===== src/hdl/dnsle_pkg.sv =====
// Shared types and constants of the DNS name label encoder.
// No dependencies.
`default_nettype none

package dnsle_pkg;

  // label store depth and length counter width
  localparam int unsigned MAX_LABEL = 62;
  localparam int unsigned LEN_W     = $clog2(MAX_LABEL + 1);

  localparam logic [7:0] DOT_CHAR  = 8'h2E;
  localparam logic [7:0] TERM_BYTE = 8'h00;

  // result tuser bit positions
  localparam int unsigned TUSER_DONE = 0;
  localparam int unsigned TUSER_OVF  = 1;

  typedef enum logic [3:0] {
    S_IDLE = 4'b0001,
    S_LEN  = 4'b0010,
    S_CHR  = 4'b0100,
    S_TERM = 4'b1000
  } state_e;

  // per-cell control
  typedef struct packed {
    logic wr;     // capture the incoming character
    logic shift;  // take the right neighbor's byte
  } cell_ctrl_t;

endpackage

`default_nettype wire


===== src/hdl/dnsle_cell.sv =====
// One byte cell of the label store chain.
// Depends on dnsle_pkg.
`default_nettype none

module dnsle_cell (
  input  wire                     clk_i,
  input  wire dnsle_pkg::cell_ctrl_t ctrl_i,
  input  wire  [7:0]              wr_data_i,
  input  wire  [7:0]              nbr_data_i,
  output logic [7:0]              data_o
);
  import dnsle_pkg::*;

  logic [7:0] data_q;
  logic [7:0] data_d;

  // shift toward the head during readout, load on a write
  always_comb begin
    data_d = data_q;
    if (ctrl_i.shift) begin
      data_d = nbr_data_i;
    end else if (ctrl_i.wr) begin
      data_d = wr_data_i;
    end
  end

  always_ff @(posedge clk_i) begin
    data_q <= data_d;
  end

  assign data_o = data_q;

endmodule

`default_nettype wire


===== src/hdl/dns_name_label_encoder.sv =====
// Top level of the DNS name label encoder: control FSM, chain of byte cells,
// output register. Depends on dnsle_pkg and dnsle_cell.
//
//  channel  | dir | tdata         | tuser                        | tlast
//  s_axis   | in  | host_char[7:0]| [0] name_end                 | -
//  m_axis   | out | out_byte[7:0] | [0] name_done [1] label_ovf  | run_last
//
// An ordinary character is written into the cell at the label length, or sets
// the overflow flag once MAX_LABEL bytes are stored. A dot or closing item
// emits the length byte, the stored bytes and, when closing, the terminator,
// one result per cycle while the chain shifts each byte to the head cell;
// output back-pressure stalls emission. Input is not taken while emitting.
// Reset (rst_ni low, asynchronous) clears control state; cells are not reset.
`default_nettype none

module dns_name_label_encoder (
  input  wire         clk_i,
  input  wire         rst_ni,
  input  wire         s_axis_tvalid_i,
  output logic        s_axis_tready_o,
  input  wire  [7:0]  s_axis_tdata_i,   // [7:0] host_char
  input  wire  [0:0]  s_axis_tuser_i,   // [0] name_end
  output logic        m_axis_tvalid_o,
  input  wire         m_axis_tready_i,
  output logic [7:0]  m_axis_tdata_o,   // [7:0] out_byte
  output logic        m_axis_tlast_o,
  output logic [1:0]  m_axis_tuser_o    // [0] name_done, [1] label_overflow
);
  import dnsle_pkg::*;

  state_e           state_q, state_d;
  logic [LEN_W-1:0] len_q, len_d;
  logic [LEN_W-1:0] rem_q, rem_d;
  logic             ovf_q, ovf_d;
  logic             end_q, end_d;

  logic             m_valid_q, m_valid_d;
  logic [7:0]       m_data_q, m_data_d;
  logic             m_last_q, m_last_d;
  logic             m_done_q, m_done_d;
  logic             m_ovf_q, m_ovf_d;

  logic             s_fire;
  logic             out_free;
  logic             is_dot;
  logic             store_en;
  logic             shift_en;
  logic [7:0]       cell_data [MAX_LABEL];

  assign s_axis_tready_o = (state_q == S_IDLE);
  assign s_fire          = s_axis_tvalid_i && s_axis_tready_o;
  assign out_free        = !m_valid_q || m_axis_tready_i;
  assign is_dot          = (s_axis_tdata_i == DOT_CHAR);
  assign store_en        = s_fire && !s_axis_tuser_i[0] && !is_dot &&
                           (len_q < LEN_W'(MAX_LABEL));
  assign shift_en        = (state_q == S_CHR) && out_free;

  // chain of cells; cell 0 is the head that feeds the output
  for (genvar i = 0; i < MAX_LABEL; i++) begin : g_cell
    cell_ctrl_t ctrl;
    logic [7:0] nbr;

    assign ctrl.wr    = store_en && (len_q == LEN_W'(i));
    assign ctrl.shift = shift_en;

    if (i < MAX_LABEL - 1) begin : g_mid
      assign nbr = cell_data[i+1];
    end else begin : g_tail
      assign nbr = cell_data[i];
    end

    dnsle_cell u_cell (
      .clk_i      (clk_i),
      .ctrl_i     (ctrl),
      .wr_data_i  (s_axis_tdata_i),
      .nbr_data_i (nbr),
      .data_o     (cell_data[i])
    );
  end

  // control: collect characters, then walk out length, bytes, terminator
  always_comb begin
    state_d   = state_q;
    len_d     = len_q;
    rem_d     = rem_q;
    ovf_d     = ovf_q;
    end_d     = end_q;
    m_valid_d = m_valid_q && !m_axis_tready_i;
    m_data_d  = m_data_q;
    m_last_d  = m_last_q;
    m_done_d  = m_done_q;
    m_ovf_d   = m_ovf_q;

    unique case (state_q)
      S_IDLE: begin
        if (s_fire) begin
          if (s_axis_tuser_i[0] || is_dot) begin
            end_d   = s_axis_tuser_i[0];
            state_d = S_LEN;
          end else if (store_en) begin
            len_d = len_q + LEN_W'(1);
          end else begin
            ovf_d = 1'b1;
          end
        end
      end
      S_LEN: begin
        if (out_free) begin
          m_valid_d = 1'b1;
          m_data_d  = 8'(len_q);
          m_last_d  = !end_q && (len_q == '0);
          m_done_d  = 1'b0;
          m_ovf_d   = ovf_q;
          rem_d     = len_q;
          if (len_q != '0) begin
            state_d = S_CHR;
          end else if (end_q) begin
            state_d = S_TERM;
          end else begin
            state_d = S_IDLE;
            ovf_d   = 1'b0;
          end
        end
      end
      S_CHR: begin
        if (out_free) begin
          m_valid_d = 1'b1;
          m_data_d  = cell_data[0];
          m_last_d  = !end_q && (rem_q == LEN_W'(1));
          m_done_d  = 1'b0;
          m_ovf_d   = ovf_q;
          rem_d     = rem_q - LEN_W'(1);
          if (rem_q == LEN_W'(1)) begin
            len_d = '0;
            if (end_q) begin
              state_d = S_TERM;
            end else begin
              state_d = S_IDLE;
              ovf_d   = 1'b0;
            end
          end
        end
      end
      S_TERM: begin
        if (out_free) begin
          m_valid_d = 1'b1;
          m_data_d  = TERM_BYTE;
          m_last_d  = 1'b1;
          m_done_d  = 1'b1;
          m_ovf_d   = ovf_q;
          ovf_d     = 1'b0;
          len_d     = '0;
          state_d   = S_IDLE;
        end
      end
      default: begin
        state_d = S_IDLE;
      end
    endcase
  end

  // control registers
  always_ff @(posedge clk_i or negedge rst_ni) begin
    if (!rst_ni) begin
      state_q   <= S_IDLE;
      len_q     <= '0;
      ovf_q     <= 1'b0;
      m_valid_q <= 1'b0;
    end else begin
      state_q   <= state_d;
      len_q     <= len_d;
      ovf_q     <= ovf_d;
      m_valid_q <= m_valid_d;
    end
  end

  // payload registers
  always_ff @(posedge clk_i) begin
    rem_q    <= rem_d;
    end_q    <= end_d;
    m_data_q <= m_data_d;
    m_last_q <= m_last_d;
    m_done_q <= m_done_d;
    m_ovf_q  <= m_ovf_d;
  end

  assign m_axis_tvalid_o            = m_valid_q;
  assign m_axis_tdata_o             = m_data_q;
  assign m_axis_tlast_o             = m_last_q;
  assign m_axis_tuser_o[TUSER_DONE] = m_done_q;
  assign m_axis_tuser_o[TUSER_OVF]  = m_ovf_q;

endmodule

`default_nettype wire


===== config.mk =====
export PLATFORM = sky130hd
export DESIGN_NAME = dns_name_label_encoder
export DESIGN_NICKNAME = d
export VERILOG_FILES = /design/src/hdl/dnsle_pkg.sv /design/src/hdl/dnsle_cell.sv /design/src/hdl/dns_name_label_encoder.sv
export SDC_FILE = /design/constraint.sdc
export NUM_CORES = 1
export LEC_CHECK = 0
export BUFFER_PORTS_ARGS = -buffer_cell sky130_fd_sc_hd__buf_2
export CAP_MARGIN = 20
export CORE_ASPECT_RATIO = 0.6
export CORE_MARGIN = 8
export CORE_UTILIZATION = 40
export DETAILED_ROUTE_END_ITERATION = 8
export MAX_ROUTING_LAYER = met4
export RECOVER_POWER = 50
export SYNTH_ARGS = -nofsm -noshare
export SYNTH_HDL_FRONTEND = slang
export SYNTH_HIERARCHICAL = 1
export SYNTH_SLANG_ARGS = --single-unit

===== constraint.sdc =====
create_clock -name clk_i -period 8.5 [get_ports clk_i]
set_input_delay 2.125 -clock clk_i [delete_from_list [all_inputs] [get_ports clk_i]]
set_output_delay 2.125 -clock clk_i [all_outputs]
set_load 0.05 [all_outputs]

==> results of run 1 <==
[report_power, final]
group	switching (mW)	total, mW	internal, mW
clock	0.950	2.12	1.17
combinational	0.491	0.745	0.255
sequential	0.0943	3.15	3.05
[worst paths after layout]
| path | start | end | slack, ns | cells past startpoint |
|---|---|---|---|---|
| max in group asynchronous | rst_ni | state_q[1] | 6.41 | 1 |
| min in group asynchronous | rst_ni | len_q[0] | 1.59 | 1 |
| max reg2reg | state_q[3] | g_cell[48].u_cell/data_o[1] | 2.76 | 5 |
| min reg2reg | ovf_q | m_ovf_q | 0.49 | 0 |
| max | m_axis_tready_i | g_cell[48].u_cell/data_o[1] | 2.16 | 7 |
| min | ovf_q | m_ovf_q | 0.49 | 0 |
[Yosys cell counts, types with 3 or more instances]
| master | n |
|---|---|
| nand2_1 | 28 |
| nor3_1 | 5 |
| a21oi_1 | 7 |
| buf_6 | 66 |
| xnor2_1 | 3 |
| nor2_1 | 54 |
| clkbuf_1 | 5 |
| o21ai_0 | 5 |
| o21ai_1 | 9 |
| nor4b_1 | 3 |
| nor2_2 | 16 |
| edfxtp_1 | 514 |
| buf_2 | 7 |
| inv_1 | 8 |
| dfrtp_1 | 11 |
| nor2b_1 | 3 |
| and2_1 | 4 |
| o211ai_1 | 4 |
| mux2_4 | 496 |
| a22o_1 | 6 |
| or2_1 | 62 |
| nand3_1 | 9 |
| or3_1 | 5 |
| ha_1 | 6 |
[through the flow]
step                      cell area, sq um  instances
after floorplan                      25600       1370
after global placement               26100       2173
after detailed placement             26100       2173
after CTS                            27600       2260
after global routing                 25800       2260
final                                25800       2261
[layer usage]
| layer | wire [um] | global-route usage (%) |
|---|---|---|
| met3 | 3280 | 3.04 |
| met1 | 28300 | 23.5 |
| met4 | 591 | 2.55 |
| met2 | 18300 | 17.0 |
| met5 | 0 | - |
[kinds of logic (layout without fill, tap and decap cells)]
group / after synthesis / after routing / synth area share (%)
adders and majority gates: 6 / 6 / 0.294
xor gates and xnor gates: 5 / 5 / 0.171
buffers and inverters: 90 / 141 / 3.32
muxes: 497 / 497 / 29.2
AOI/OAI and AO/OA: 43 / 43 / 1.10
other: 0 / 1 / 0
and+or+nand+nor: 203 / 203 / 4.37
DFF: 526 / 526 / 61.6
[sequential cells by signal, summed over array words and instances, names as in the netlist]
register / flops
end_q: 1
g_cell.u_cell/data_o: 496
len_q: 6
m_axis_tdata_o: 8
m_axis_tlast_o: 1
m_axis_tvalid_o: 1
m_done_q: 1
m_ovf_q: 1
ovf_q: 1
rem_q: 6
state_q: 4
[layout make-up]
class,count,area [sq um]
Antenna cell,1,2.50
Clock buffer,69,1350
Inverter,9,33.8
Fill cell,5891,37100
Tap cell,839,1050
Clock inverter,18,140
Timing Repair Buffer,45,253
Sequential cell,526,15700
Multi-Input combinational cell,754,7270
[worst max-delay path: stages]
cell and delay (ns):
clkbuf_1 0.09, nor2b_1 0.05, clkbuf_1 0.23, nor2_1 0.62, buf_12 0.45, clkbuf_1 2.32
or2_1 0.53
==> results.md, run 1 <==
- Status: complete, but fails checks
- Failing checks: max-capacitance violations, max-slew violations
- Netlist cell types: 52
- PD cells: 233 nW/um^2
- CTS Buffer Depth: 3
- DP Wirelength: 28500 um
- Row count: 71
- Worst Slack Setup Final: 2.16 ns
- Setup crit end kind: flop
- Synth Flop Type: edfxtp_1
- Num CTS Buffers: 49
- Sequential share of the synthesized area: 61.6%
- Slew headroom: -114%
- DR WL/cell: 22.3 um
- Most common cell after layout, fill and taps aside: edfxtp_1
- Worst setup path category: in2reg
- Clock transition at path regs: 0.06 ns
- Initial antenna violation count: 4
- Root cell of the clock tree: clkbuf_16
- Final hold vios: 0
- Wire length after detailed routing: 50400 um
- Flops & latches, synth: 526
- Max-slew violations: 313
- Post-CTS Resized: 0
- Core area: 62900 sq um
- Maxcap violations: 6
- Drt first-iter violations: 1024
- Clock sinks: 526
- Final net count: 1404
- Unrepaired setup endpoints after global routing: no
- Top Ports: 26
- IO buf count: 25
- GP Congestion: 0.821
- Ys Warns: 6
- FMAX: 0.158 GHz
- Hold WC Path Type: reg2reg
- Post-route setup TNS: 0 ns
- Commonest non-fill, non-tap cells in the layout: edfxtp_1 (514), mux2_1 (450), or2_1 (62)
- Syn Inst Count: 1370
- Final Power: 6.01 mW
- Clock Latency Late Sink: 0.58 ns
- Initial Util: 40.6%
- Tot GR Track Use: 14.2%
- Total iterations of the first detailed-routing run: 5
- CTS tree: done
- Worst Path Required: 8.73 ns
- Via count: 11500
- Slew at the pin with the worst max-slew slack: 3.21 ns
- Dpl ws: 2.69 ns
- Minimum clock period: 6.34 ns
- Pin count of the biggest net entering global routing: 141
- Maximum fanout along the worst path: 113
- Die Area: 72500 sq um
- Number of enable flip-flop cells after synthesis: 514
- Post-CTS Setup Bufs: 0
- First-pass GRT wire length: 76600 um
- DIE WIDTH: 342 um
- Final Cycle Share: 74.6%
- Final core occ: 41.1%
- Skew final: 0.0235 ns
- Mapped cell area: 25600 sq um
- Via density: 5.10
- WHS: 0.494 ns
- Fraction of layout cells with a size suffix above 1: 11.0%
- Maximum VDD drop: 0.135 mV
- DRC viols: 0
- Die Span Y: 212 um
- Dominant cell type by area after synthesis: edfxtp_1
- Final ANT Viol Nets: 0
- Htree depth: 2
- Area Overhead vs Synth: 1.10%
- Top post-synthesis cells by area: edfxtp_1 (60%), mux2_4 (29%), buf_6 (2.9%)
- Gr ovfl total: 0
- Hold Buf Count CTS: 0
- Post-Syn Nets: 1389
- Final setup violation count: 0
- Setup crit start kind: primary input
- Leakage: 8.46 nW
- Arr. time, crit path: 6.58 ns
- Syn avg cell area: 18.7 sq um
- Asr flop ratio synth: 2.28%
- Synth top area share: 60.4%
- Vias in the first global route: 11400
Note: power is estimated with default switching activity, not from simulation.
==> run 2: changes to the inputs <==
==> constraint.sdc (replaced) <==
create_clock -name clk_i -period 5.4 [get_ports clk_i]
set_input_delay 1.35 -clock clk_i [delete_from_list [all_inputs] [get_ports clk_i]]
set_output_delay 1.35 -clock clk_i [all_outputs]
set_load 0.05 [all_outputs]
==> run 2 against run 1 <==
The run still ends with max-capacitance violations, max-slew violations left. Critical path depth decreased by 3. Count of clock-buffer cells in the layout increased by 2. Design area increased by 2.2%. Power increased by 60%. Via count increased by 0.75%. Setup slack got worse by 1.1 ns. Die area unchanged. Non-clock buffer count increased by 13. Largest cell class unchanged. Highest routed layer unchanged.
==> results.md, run 2 (synthesis results as in run 1) <==
- Maximum fanout along the worst path: 59
- Drt first-iter violations: 1048
- Initial Util: 40.6%
- Global-route layer with the greatest usage: met1
- Met1 Use GR: 22.8%
- Die Area: 72500 sq um
- Top Ports: 26
- Failing checks: max-capacitance violations, max-slew violations
- Clock power share: 35.4%
- Setup crit start kind: flop
- Final net count: 1416
- DP Wirelength: 31500 um
- Int Power: 7.15 mW
- DR WL/cell: 23.1 um
- Maxcap violations: 1
- Clock sinks: 526
- Wire length after detailed routing: 52600 um
- Minimum clock period: 4.33 ns
- Max-slew violations: 11
- Via density: 5.10
- WHS: 0.522 ns
- Initial antenna violation count: 4
- Gr ovfl total: 0
- Num CTS Buffers: 48
- DRC viols: 0
- Layout filler cell count: 5709
- Leakage: 8.83 nW
- Final hold vios: 0
- DIE WIDTH: 342 um
- Final ANT Viol Nets: 0
- Final Cycle Share: 80.1%
- Worst setup path category: reg2reg
- Commonest non-fill, non-tap cells in the layout: edfxtp_1 (514), mux2_1 (343), mux2_4 (153)
- M2 GR Usage: 19.4%
- Seq pwr share: 51.5%
- Clock Latency Late Sink: 0.59 ns
- Post-route setup TNS: 0 ns
- Htree depth: 2
- First-pass GRT wire length: 79400 um
- Hold Buf Count CTS: 0
- Arr. time, crit path: 4.57 ns
- Slew headroom: -3.89%
- Hold WC Path Type: reg2reg
- Via count: 11600
- Setup crit end kind: flop
- Die Span Y: 212 um
- FMAX: 0.231 GHz
- CTS tree: done
- Total iterations of the first detailed-routing run: 6
- GP Congestion: 0.858
- Skew final: 0.0208 ns
- Root cell of the clock tree: clkbuf_16
- Area Overhead vs Synth: 3.31%
- Sw frac: 25.8%
- Post-CTS Resized: 0
- Row count: 71
- Slew at the pin with the worst max-slew slack: 1.55 ns
- Core area: 62900 sq um
- Most common cell after layout, fill and taps aside: edfxtp_1
- Logic gate share of total power: 13.1%
- Maximum VDD drop: 0.204 mV
- IO buf count: 25
- Pin count of the biggest net entering global routing: 115
- CTS Buffer Depth: 3
- Status: complete, but fails checks
- Max reg flops: 496
- Tot GR Track Use: 14.7%
- Clock transition at path regs: 0.07 ns
- Unrepaired setup endpoints after global routing: no
- NetSw: 2.48 mW
- Vias in the first global route: 11800
- GR Layer Usage met3: 3.72%
- Fraction of layout cells with a size suffix above 1: 19.5%
- PD cells: 365 nW/um^2
- Post-CTS Setup Bufs: 0
- Worst Path Required: 5.65 ns
- Final setup violation count: 0
run 2: cell types whose count changed in the layout (fill, tap and decap cells not counted), sizes merged:
cell / delta
buf: +13
clkbuf: +2
inv: +2
clkinv: -1
run 2: power groups by stage:
stage / combinational, mW / clock [mW] / sequential (mW)
2_1_floorplan: 1.12 / 0 / 4.99
3_3_place_gp: 1.47 / 0 / 5.04
3_5_place_dp: 1.48 / 0 / 5.04
4_1_cts: 1.49 / 3.50 / 4.96
5_1_grt: 1.35 / 3.65 / 4.98
6_report: 1.26 / 3.41 / 4.96
run 2: layout make-up:
cell class | instances | area (sq um) | share of cell area [%]
flip-flops and latches | 526 | 15700 | 59.6
multi-input cells | 754 | 7670 | 29.0
clock buffers | 71 | 1390 | 5.26
well taps | 839 | 1050 | 3.98
repair buffers | 58 | 364 | 1.38
clock inverters | 19 | 159 | 0.602
inverters | 9 | 33.8 | 0.128
diodes | 1 | 2.50 | 0.00948
run 2: critical path, cell delays in order, from the launching register on:
cell     delay, ns
dfrtp_1       0.48
or4b_1        0.80
nor2_1        1.25
buf_4         0.93
or2_1         0.45
run 2: worst paths after layout:
| check | slack, ns | endpoint | depth (start not counted) | start |
|---|---|---|---|---|
| worst max-delay path | 1.07 | g_cell[28].u_cell/data_o[5] | 4 | state_q[3] |
| worst min register to register | 0.52 | m_axis_tdata_o[7] | 1 | g_cell[0].u_cell/data_o[7] |
| min in group asynchronous | 0.83 | len_q[5] | 1 | rst_ni |
| worst min-delay path | 0.52 | m_axis_tdata_o[7] | 1 | g_cell[0].u_cell/data_o[7] |
| worst max register to register | 1.07 | g_cell[28].u_cell/data_o[5] | 4 | state_q[3] |
| max in group asynchronous | 4.07 | state_q[1] | 1 | rst_ni |
run 2: per-layer routing:
layer / vias up / share of wire, %
li1: 5295 / -
met1: 5911 / 52
met2: 342 / 39
met3: 67 / 8.0
met4: 0 / 1.4
met5: - / 0
run 2: metrics by stage:
stage | area (sq um) | utilization (%) | total power, mW | std cells | setup WS (ns)
floorplan | 25600 | - | 6.11 | 1370 | 0.618
global placement | 26200 | 41.7 | 6.51 | 2186 | 1.20
detailed placement | 26200 | 41.7 | 6.52 | 2186 | 1.12
CTS | 27800 | 44.1 | 9.95 | 2276 | 1.74
global route | 26400 | 42.0 | 9.98 | 2277 | 0.889
finish | 26400 | 42.0 | 9.63 | 2277 | 1.07
